--- src/rtl/lrup_pkg.sv ---
package lrup_pkg;

  // Fixed field widths of the channel words.
  localparam int PAGE_W      = 20;
  localparam int FRAME_IDX_W = 4;
  localparam int CNT_W       = 32;
  localparam int CFG_W       = 5;

  localparam logic [CFG_W-1:0] NUM_FRAMES_RESET = 5'd16;
  localparam logic [CNT_W-1:0] CNT_MAX          = '1;

  // One page reference.
  typedef struct packed {
    logic [PAGE_W-1:0] page_number;
    logic              last_reference;
  } in_word_t;

  // One result.
  typedef struct packed {
    logic                   hit;
    logic [FRAME_IDX_W-1:0] frame_index;
    logic                   filled_empty;
    logic [CNT_W-1:0]       fault_count;
    logic                   sequence_done;
  } out_word_t;

endpackage

--- src/rtl/lrup_frame_mem.sv ---
module lrup_frame_mem import lrup_pkg::*; #(
  parameter int DEPTH = 16,
  parameter int DW    = 52,
  parameter int AW    = 4
) (
  input  logic          clk,
  input  logic          we,
  input  logic [AW-1:0] waddr,
  input  logic [DW-1:0] wdata,
  input  logic          re,
  input  logic [AW-1:0] raddr,
  output logic [DW-1:0] rdata
);

  // Page number and last-use stamp of each frame, one entry per frame.
  logic [DW-1:0] frame_mem_r [DEPTH];
  logic [DW-1:0] rdata_r;

  // Single write port.
  always_ff @(posedge clk) begin
    if (we) begin
      frame_mem_r[waddr] <= wdata;
    end
  end

  // Single read port with registered data.
  always_ff @(posedge clk) begin
    if (re) begin
      rdata_r <= frame_mem_r[raddr];
    end
  end

  assign rdata = rdata_r;

endmodule

--- src/rtl/lru_page_replacement.sv ---
// LRU page replacement. Each input word is one page reference; each produces exactly one
// result word giving hit or miss, the frame that now holds the page, whether an empty frame
// was filled, and the saturating fault count of the current sequence. Page numbers and
// last-use stamps live in a frame memory with one read and one write port. A word is
// accepted, each frame in use (num_frames clamped to 1..MAX_FRAMES) is read, one per cycle,
// the last read is compared once it returns, and an update step writes the chosen frame
// back, waiting while the previous result is not taken; no new word is accepted until then.
// A word flagged last_reference ends the sequence: after its result, all frames become
// empty and both counters return to zero. The user must see that num_frames is written
// through the cfg port while no word is in flight; the block has no guard. It resets to 16.
module lru_page_replacement import lrup_pkg::*; #(
  parameter int MAX_FRAMES = 16,
  parameter int PAGE_BITS  = 20
) (
  input  logic             clk,
  input  logic             rst_n,
  input  logic             in_valid,
  output logic             in_ready,
  input  in_word_t         in_word,
  output logic             out_valid,
  input  logic             out_ready,
  output out_word_t        out_word,
  input  logic             cfg_valid,
  output logic             cfg_ready,
  input  logic [CFG_W-1:0] cfg_data
);

  localparam int FW = (MAX_FRAMES > 1) ? $clog2(MAX_FRAMES) : 1;
  localparam int CW = $clog2(MAX_FRAMES + 1);
  localparam int DW = PAGE_BITS + CNT_W;

  typedef enum logic [2:0] {
    ST_IDLE   = 3'b001,
    ST_SCAN   = 3'b010,
    ST_FINISH = 3'b100
  } state_t;

  state_t state_r, state_nxt;

  logic [CFG_W-1:0]     num_frames_r;
  logic [CW-1:0]        n_frames;
  logic [FW-1:0]        last_idx;

  logic [PAGE_BITS-1:0] key_r;
  logic                 last_r;
  logic [MAX_FRAMES-1:0] valid_r;
  logic [CNT_W-1:0]     ref_time_r, ref_time_nxt;
  logic [CNT_W-1:0]     faults_r, faults_nxt;

  logic [CW-1:0]        iss_idx_r;
  logic [FW-1:0]        cmp_idx_r;
  logic                 cmp_vld_r;

  logic                 hit_found_r;
  logic [FW-1:0]        hit_slot_r;
  logic                 empty_found_r;
  logic [FW-1:0]        empty_slot_r;
  logic [CNT_W-1:0]     old_time_r;
  logic [FW-1:0]        old_slot_r;

  logic                 out_valid_r;
  out_word_t            out_word_r;

  logic                 mem_re;
  logic                 mem_we;
  logic [DW-1:0]        mem_rdata;
  logic [PAGE_BITS-1:0] rd_page;
  logic [CNT_W-1:0]     rd_time;
  logic                 rd_valid;
  logic [FW-1:0]        slot;
  logic                 in_fire;
  logic                 finish_go;

  // Configuration register: always ready. It is to be written only between words; the block does not enforce this.
  assign cfg_ready = 1'b1;

  always_ff @(posedge clk) begin
    if (!rst_n) begin
      num_frames_r <= NUM_FRAMES_RESET;
    end else if (cfg_valid) begin
      num_frames_r <= cfg_data;
    end
  end

  // Frames in use: zero acts as one, anything above the maximum as the maximum.
  always_comb begin
    if (num_frames_r == '0) begin
      n_frames = CW'(1);
    end else if (int'(num_frames_r) > MAX_FRAMES) begin
      n_frames = CW'(MAX_FRAMES);
    end else begin
      n_frames = CW'(num_frames_r);
    end
  end

  assign last_idx = FW'(n_frames - CW'(1));

  // Handshakes.
  assign in_ready  = (state_r == ST_IDLE);
  assign in_fire   = in_valid && in_ready;
  assign finish_go = (state_r == ST_FINISH) && (!out_valid_r || out_ready);

  // Sequencer.
  always_comb begin
    state_nxt = state_r;
    case (state_r)
      ST_IDLE: begin
        if (in_fire) begin
          state_nxt = ST_SCAN;
        end
      end
      ST_SCAN: begin
        if (cmp_vld_r && (cmp_idx_r == last_idx)) begin
          state_nxt = ST_FINISH;
        end
      end
      ST_FINISH: begin
        if (finish_go) begin
          state_nxt = ST_IDLE;
        end
      end
      default: begin
        state_nxt = ST_IDLE;
      end
    endcase
  end

  always_ff @(posedge clk) begin
    if (!rst_n) begin
      state_r <= ST_IDLE;
    end else begin
      state_r <= state_nxt;
    end
  end

  // Latch the reference on acceptance.
  always_ff @(posedge clk) begin
    if (in_fire) begin
      key_r  <= PAGE_BITS'(in_word.page_number);
      last_r <= in_word.last_reference;
    end
  end

  // Read issue: one frame a cycle, compare stage follows in the next cycle.
  assign mem_re = (state_r == ST_SCAN) && (iss_idx_r < n_frames);

  always_ff @(posedge clk) begin
    if (!rst_n) begin
      iss_idx_r <= '0;
      cmp_vld_r <= 1'b0;
    end else begin
      cmp_vld_r <= mem_re;
      if (in_fire) begin
        iss_idx_r <= '0;
      end else if (mem_re) begin
        iss_idx_r <= iss_idx_r + CW'(1);
      end
    end
  end

  always_ff @(posedge clk) begin
    if (mem_re) begin
      cmp_idx_r <= iss_idx_r[FW-1:0];
    end
  end

  assign rd_page  = mem_rdata[DW-1:CNT_W];
  assign rd_time  = mem_rdata[CNT_W-1:0];
  assign rd_valid = valid_r[cmp_idx_r];

  // Scan: first match, first empty frame and oldest stamp (lowest index wins ties).
  always_ff @(posedge clk) begin
    if (!rst_n) begin
      hit_found_r   <= 1'b0;
      empty_found_r <= 1'b0;
    end else if (in_fire) begin
      hit_found_r   <= 1'b0;
      empty_found_r <= 1'b0;
    end else if (cmp_vld_r) begin
      if (rd_valid && (rd_page == key_r) && !hit_found_r) begin
        hit_found_r <= 1'b1;
      end
      if (!rd_valid && !empty_found_r) begin
        empty_found_r <= 1'b1;
      end
    end
  end

  always_ff @(posedge clk) begin
    if (cmp_vld_r) begin
      if (rd_valid && (rd_page == key_r) && !hit_found_r) begin
        hit_slot_r <= cmp_idx_r;
      end
      if (!rd_valid && !empty_found_r) begin
        empty_slot_r <= cmp_idx_r;
      end
      if ((cmp_idx_r == '0) || (rd_time < old_time_r)) begin
        old_time_r <= rd_time;
        old_slot_r <= cmp_idx_r;
      end
    end
  end

  // Update: choose the frame and bump the saturating counters, or clear them when a sequence ends.
  always_comb begin
    if (hit_found_r) begin
      slot = hit_slot_r;
    end else if (empty_found_r) begin
      slot = empty_slot_r;
    end else begin
      slot = old_slot_r;
    end
  end

  always_comb begin
    faults_nxt = faults_r;
    if (!hit_found_r && (faults_r != CNT_MAX)) begin
      faults_nxt = faults_r + CNT_W'(1);
    end
    ref_time_nxt = ref_time_r;
    if (ref_time_r != CNT_MAX) begin
      ref_time_nxt = ref_time_r + CNT_W'(1);
    end
  end

  assign mem_we = finish_go;

  always_ff @(posedge clk) begin
    if (!rst_n) begin
      valid_r    <= '0;
      ref_time_r <= '0;
      faults_r   <= '0;
    end else if (finish_go) begin
      if (last_r) begin
        valid_r    <= '0;
        ref_time_r <= '0;
        faults_r   <= '0;
      end else begin
        valid_r[slot] <= 1'b1;
        ref_time_r    <= ref_time_nxt;
        faults_r      <= faults_nxt;
      end
    end
  end

  // Output word register.
  always_ff @(posedge clk) begin
    if (!rst_n) begin
      out_valid_r <= 1'b0;
    end else if (finish_go) begin
      out_valid_r <= 1'b1;
    end else if (out_ready) begin
      out_valid_r <= 1'b0;
    end
  end

  always_ff @(posedge clk) begin
    if (finish_go) begin
      out_word_r.hit           <= hit_found_r;
      out_word_r.frame_index   <= FRAME_IDX_W'(slot);
      out_word_r.filled_empty  <= !hit_found_r && empty_found_r;
      out_word_r.fault_count   <= faults_nxt;
      out_word_r.sequence_done <= last_r;
    end
  end

  assign out_valid = out_valid_r;
  assign out_word  = out_word_r;

  lrup_frame_mem #(
    .DEPTH (MAX_FRAMES),
    .DW    (DW),
    .AW    (FW)
  ) u_frame_mem (
    .clk   (clk),
    .we    (mem_we),
    .waddr (slot),
    .wdata ({key_r, ref_time_r}),
    .re    (mem_re),
    .raddr (iss_idx_r[FW-1:0]),
    .rdata (mem_rdata)
  );

  // A fresh result word only ever comes out of the update cycle.
  a_out_from_finish: assert property (@(posedge clk) disable iff (!rst_n)
    $rose(out_valid_r) |-> $past(state_r == ST_FINISH))
    else $error("result word raised outside the update cycle");

  // Faults are counted at most once per reference, so they never exceed the reference count.
  a_faults_le_time: assert property (@(posedge clk) disable iff (!rst_n)
    faults_r <= ref_time_r)
    else $error("fault count ahead of reference counter");

  // The frame chosen as empty really is empty at update time.
  a_empty_is_free: assert property (@(posedge clk) disable iff (!rst_n)
    (state_r == ST_FINISH) && empty_found_r |-> !valid_r[empty_slot_r])
    else $error("empty frame choice points at a valid frame");

  // A hit always refers to a valid frame.
  a_hit_is_valid: assert property (@(posedge clk) disable iff (!rst_n)
    (state_r == ST_FINISH) && hit_found_r |-> valid_r[hit_slot_r])
    else $error("hit recorded on an invalid frame");

endmodule

--- config.mk ---
export PLATFORM = sky130hd
export DESIGN_NAME = lru_page_replacement
export DESIGN_NICKNAME = d
export VERILOG_FILES = /design/src/rtl/lrup_pkg.sv /design/src/rtl/lrup_frame_mem.sv /design/src/rtl/lru_page_replacement.sv
export SDC_FILE = /design/constraint.sdc
export NUM_CORES = 1
export LEC_CHECK = 0
export BUFFER_PORTS_ARGS = -buffer_cell sky130_fd_sc_hd__buf_2
export CAP_MARGIN = 30
export CORE_MARGIN = 10
export CORE_UTILIZATION = 56
export DETAILED_ROUTE_END_ITERATION = 7
export PLACE_DENSITY = 0.75
export SETUP_SLACK_MARGIN = 0.4
export SYNTH_ARGS = -nofsm -noshare
export SYNTH_HDL_FRONTEND = slang
export SYNTH_SLANG_ARGS = --single-unit
export TNS_END_PERCENT = 20
--- constraint.sdc ---
create_clock -name clk -period 4 [get_ports clk]
set_clock_uncertainty 0.1 [all_clocks]
set_input_delay 0.8 -clock clk [delete_from_list [all_inputs] [get_ports clk]]
set_output_delay 0.8 -clock clk [all_outputs]
set_load 0.1 [all_outputs]
Word level (Yosys, flattened, before mapping)
Memories as Yosys holds them, arrays and structs flattened. A register that Yosys moved wholly into a read port is not among the register bits.
Index checks and enable logic that the tools add are counted.
{"block": "word_totals", "ff_bits": 205, "latch_bits": 0, "mem_bits_rw": 832, "rom_bits": 0, "in_bits": 31, "out_inout_bits": 42, "word_cells": 92, "mem_count": 1}
{"name": "u_frame_mem.frame_mem_r", "words": 16, "width": 52, "read_ports": 1, "rd_clocked_by_memory_dff": 1, "write_ports": 1, "line_no": "lrup_frame_mem.sv:16", "source": "logic [DW-1:0] frame_mem_r [DEPTH];"}
{"block": "op_classes", "add_sub_neg": 4, "n_mul": 0, "n_div": 0, "order_cmp": 6, "n_eq_ne": 10, "n_shift": 0, "muxes": 21, "bitwise": 2, "reduce_logical": 26}
{"cell": "$mux W32", "count": 4}
{"cell": "$add A32 B1 Y32 const B", "count": 2}
{"cell": "$ne A32 B32 Y1 const B", "count": 2}
{"cell": "$lt A32 B32 Y1", "count": 1}
{"cell": "$eq A20 B20 Y1", "count": 1}
{"cell": "$mux W16", "count": 1}
{"cell": "$or A16 B16 Y16", "count": 1}
{"cell": "$logic_and A1 B1 Y1", "count": 10}
{"cell": "$lt A4 B5 Y1 const B", "count": 2}
{"cell": "$mux W5", "count": 2}
{"cell": "$mux W3", "count": 3}
{"cell": "$pmux W3 S3", "count": 1}
{"cell": "$mux W4", "count": 2}
{"cell": "$reduce_and A2 Y1", "count": 4}
{"cell": "$mux W1", "count": 6}
{"cell": "$add A5 B1 Y5 const B", "count": 1}
{"cell": "$gt A5 B5 Y1 const B", "count": 1}
{"cell": "$logic_not A5 Y1", "count": 1}
{"cell": "$lt A5 B5 Y1", "count": 1}
{"cell": "$bmux W1 S4", "count": 1}
{"cell": "$demux W1 S4", "count": 1}
{"cell": "$eq A4 B4 Y1", "count": 1}
{"cell": "$ge A4 B1 Y1 const B", "count": 1}
{"cell": "$logic_not A1 Y1", "count": 4}
{"cell": "other kinds (12)", "count": 15}

Longest topological paths before layout
{"block": "logic_depth", "word_depth": 8, "depth_mapped": 10, "ltp_nobuf": 10}

Cells and area by module
A second synthesis with hierarchy kept.
{"block": "hier_totals", "cells_unflattened": 2329, "area_unflattened_um2": 42956.2}
{"mod": "lrup_frame_mem", "instances": 1, "cells_each": 1344, "area_each_um2": 32736.4, "seq_area_each_um2": 26545.5}
{"mod": "lru_page_replacement", "instances": 1, "cells_each": 985, "area_each_um2": 10219.8, "seq_area_each_um2": 5185.0}

Least setup slack after synthesis
Ideal clock, no wire load.
{"block": "synth_path", "path_type": "input-to-reg", "startpoint": "input port out_ready", "endpoint": "memory u_frame_mem.frame_mem_r[3][0] (enable)", "setup_ns": 0.463, "t_arrival_ns": 3.695, "setup_slack_ns": -0.258, "path_stages": 6, "n_path_buf": 1, "cell_sequence": "nand2b_1 > nand2b_1 > inv_1 > buf_2 > nand3_1 > nor2_1"}
{"block": "synth_via", "elab_chain_cells": 4}
{"element": "from (decl)", "line_no": "lru_page_replacement.sv:21", "source": "input logic out_ready,"}
{"element": "$logic_or A1 B1 Y1", "line_no": "lru_page_replacement.sv:101", "source": "assign finish_go = (state_r == ST_FINISH) && (!out_valid_r || out_ready);"}
{"element": "$logic_and A1 B1 Y1", "line_no": "lru_page_replacement.sv:101"}
{"element": "$mux W1", "line_no": "lrup_frame_mem.sv:21", "source": "if (we) begin"}
{"element": "$mux W1 (not written as such)", "line_no": "lrup_frame_mem.sv:22", "source": "frame_mem_r[waddr] <= wdata;"}
{"element": "to (decl)", "line_no": "lrup_frame_mem.sv:16"}
No other way between the ends.

Worst setup path after layout
{"block": "layout_path", "startpoint": "register ref_time_r[24]", "endpoint": "register ref_time_r[0]"}
{"block": "layout_via", "elab_chain_cells": 3}
{"element": "from (decl)", "line_no": "lru_page_replacement.sv:47", "source": "logic [CNT_W-1:0] ref_time_r, ref_time_nxt;"}
{"element": "from (signal assigned)", "line_no": "lru_page_replacement.sv:240", "source": "ref_time_r <= ref_time_nxt;"}
{"element": "$ne A32 B32 Y1", "line_no": "lru_page_replacement.sv:221", "source": "if (ref_time_r != CNT_MAX) begin"}
{"element": "$reduce_bool A2 Y1 (no line)"}
{"element": "$reduce_and A2 Y1 (no line)"}
No other way between the ends.
A chain may end at the register's enable or synchronous reset.

==> metrics.md <==
| Metric | Value |
|---|---|
| Status | complete, no violations |
| Initial antenna violation count | 0 |
| RSZ-0062 raised after global routing | no |
| Starting Density | 56.6% |
| GRT met1 Usage | 28.8% |
| I/O Buffers | 71 |
| Endpoints failing hold | 0 |
| PwrDens | 472 nW/µm² |
| Worst setup EP type | flop |
| Post-synth EDFFs | 992 |
| Vias per cell | 6.38 |
| First-pass GRT wire length | 139000 µm |
| Fmax | 312 MHz |
| Async set or reset register ratio after synthesis | 0% |
| CTS H-tree depth | 3 |
| Hold_ws | 202 ps |
| Bufs on Longest Clock Path | 3 |
| Vias in the first global route | 21800 |
| Clk slew on worst S/H paths | 60 ps |
| Fraction of layout cells with a size suffix above 1 | 25.3% |
| Worst path required time | 4430 ps |
| Critical path fanouts, max | 21 |
| Via Count | 21100 |
| Critical path class | flop to flop |
| Cts hold-fix bufs | 0 |
| Clock Latency Late Sink | 680 ps |
| GR Layer Usage met2 | 36.1% |
| Max Slew Vio Count | 0 |
| Main synth FF type | edfxtp_1 |
| TritonCTS clock tree | yes |
| Postcts setup bufs | 0 |
| DRC errors left | 0 |
| Startpoint types | flop |
| Global Route Usage Sum | 21.4% |
| Die Y | 295 µm |
| Ant diodes | 0 |
| HPWL after detailed placement | 48700 µm |
| CP cell instances | and4_1 -> nand4_1 -> or4_1 -> nand2_1 -> or3_1 -> a21oi_1 |
| Most frequent cells in the layout | edfxtp_1 (992), mux4_2 (265), clkbuf_16 (105) |
| Final period utilization | 80.2% |
| Post-Syn Area | 42300 µm² |
| #FFs+latches synth | 1089 |
| Crit-path max cell delay | 960 ps |
| Synthesized instance count | 2117 |
| Number of distinct library cells after synthesis | 66 |
| Met3 usage | 3.61% |
| Die width | 295 µm |
| Worst-Margin Slew | 889 ps |
| Min-Delay Path Class | primary input to flop |
| CTS buffer count | 105 |
| Peak VDD IR | 323 µV |
| Die Area | 86900 µm² |
| 1st-pass router iterations | 5 |
| CP arrival | 3640 ps |
| Seq/Total Area, Yosys | 75.0% |
| Crit-path slowest cell | or4_1 |
| Routed Antenna Nets | 0 |
| Synth warn | 0 |
| Synthesized net count | 2187 |
| Clock Sink Count | 1089 |
| Setup WS post-layout | 792 ps |
| Area Growth Syn to Fin | 13.0% |
| Global route total overflow | 0 |
| P_leak | 13.9 nW |
| Largest net degree at the start of global routing | 128 |
| CTS Root Cell | clkbuf_16 |
| Drt wl/cell | 27.7 µm |
| Pre-CTS WS | 843 ps |
| Drt total wl | 91700 µm |
| R2R Setup Slk | 790 ps |
| Gp weighted congestion | 0.796 |
| Rows | 100 |
| Nets@finish | 2322 |
| Synthesized area per cell | 20.0 µm² |
| Final period demand of the worst path | 3210 ps |
| Ports | 73 |
| Most used routing layer | met2 |
| Starting DRT DRC Count | 2023 |
| Core ar. | 74700 µm² |
| Max-Cap Viols | 0 |
| Final setup vio count | 0 |
| CTS resizes | 0 |
| Worst slew margin | 40.2% |
| Most common cell after layout, fill and taps aside | edfxtp_1 |
stage by stage:
step	cells	TNS, ps	total power [mW]	util (%)	instance area (µm²)
finish	3309	0	22.6	64.0	47800
floorplan	2117	-206410	12.8	-	42300
CTS	3309	0	22.7	64.0	47800
global placement	3114	0	12.9	59.3	44300
global route	3309	0	23.2	64.0	47800
detailed placement	3114	0	12.9	59.3	44300
state kept, by name (all words and copies together) (netlist names), 16 cells and up:
name and flops:
ref_time_r 32, u_frame_mem.frame_mem_r 832, key_r 20, old_time_r 32, valid_r 16, out_word 39
u_frame_mem.rdata 52, faults_r 32
cell families (layout without fill, tap and decap cells):
| logic type | count (synthesis) | in the layout | synth area share, % |
|---|---|---|---|
| buffers and inverters | 145 | 368 | 1.33 |
| adders and majority gates | 39 | 39 | 1.15 |
| AOI/OAI and AO/OA | 141 | 141 | 2.04 |
| and+or+nand+nor | 340 | 340 | 4.28 |
| other | 1 | 1 | 0.00887 |
| DFF | 1089 | 1089 | 75.0 |
| xor gates and xnor gates | 86 | 86 | 1.78 |
| muxes | 276 | 276 | 14.4 |
worst max-delay path, delay by kind of cell (launching register included):
kind,cells,cell delay [ps]
AO/OA/AOI/OAI,1,70
flip-flops,1,790
AND/OR/NAND/NOR,5,2090
layer usage:
metal / wire length [µm] / part of all wire, %
met3: 7070 / 7.7
met4: 2200 / 2.4
met5: 0 / 0
met1: 36000 / 39
met2: 46500 / 51
Yosys cell counts, types with 5 or more instances:
master | number | area (µm²)
mux2i_1 | 10 | 100
or3_1 | 20 | 125
o21ai_0 | 34 | 170
a22oi_1 | 5 | 37.5
dfxtp_1 | 97 | 1940
mux4_2 | 265 | 5970
edfxtp_1 | 992 | 29800
xor2_1 | 60 | 526
nand3_1 | 38 | 190
xnor2_1 | 26 | 228
nand2b_1 | 6 | 37.5
nor4_1 | 9 | 56.3
inv_1 | 47 | 176
or4_1 | 7 | 52.6
nor2_1 | 100 | 375
o21a_1 | 12 | 90.1
a21o_1 | 5 | 37.5
nand2_1 | 56 | 210
and4_1 | 5 | 43.8
nor3_1 | 12 | 60.1
nor3b_1 | 5 | 37.5
o211ai_1 | 8 | 60.1
a21oi_1 | 50 | 250
buf_2 | 12 | 60.1
ha_1 | 39 | 488
buf_1 | 26 | 97.6
and3_1 | 12 | 75.1
nand4_1 | 35 | 219
clkbuf_1 | 57 | 214
a31oi_1 | 10 | 62.6
and2_1 | 5 | 31.3
area by class of cell:
| class | instances | area (µm²) |
|---|---|---|
| Multi-Input combinational cell | 883 | 10100 |
| Tap cell | 969 | 1210 |
| Clock inverter | 65 | 698 |
| Fill cell | 4765 | 26900 |
| Inverter | 48 | 180 |
| Sequential cell | 1089 | 31700 |
| Clock buffer | 130 | 2800 |
| Timing Repair Buffer | 125 | 1040 |
final timing paths:
| path | start | to | cells past startpoint |
|---|---|---|---|
| setup / recovery | ref_time_r[24]$_SDFFE_PN0P_ | ref_time_r[0]$_SDFFE_PN0P_ | 6 |
| hold / removal | in_word[14] | key_r[13]$_DFFE_PP_ | 1 |
| setup reg to reg | ref_time_r[24]$_SDFFE_PN0P_ | ref_time_r[0]$_SDFFE_PN0P_ | 6 |
| hold reg to reg | u_frame_mem.rdata[10]$_DFFE_PP_ | old_time_r[10]$_DFFE_PP_ | 0 |
power breakdown:
part           internal [mW]  total (mW)  switching, mW
registers               12.3        12.4         0.0778
clock network           5.71        9.93           4.22
logic                 0.0886       0.233          0.144
total                   18.1        22.6           4.44
No activity file was read; power rests on OpenSTA's default activity.
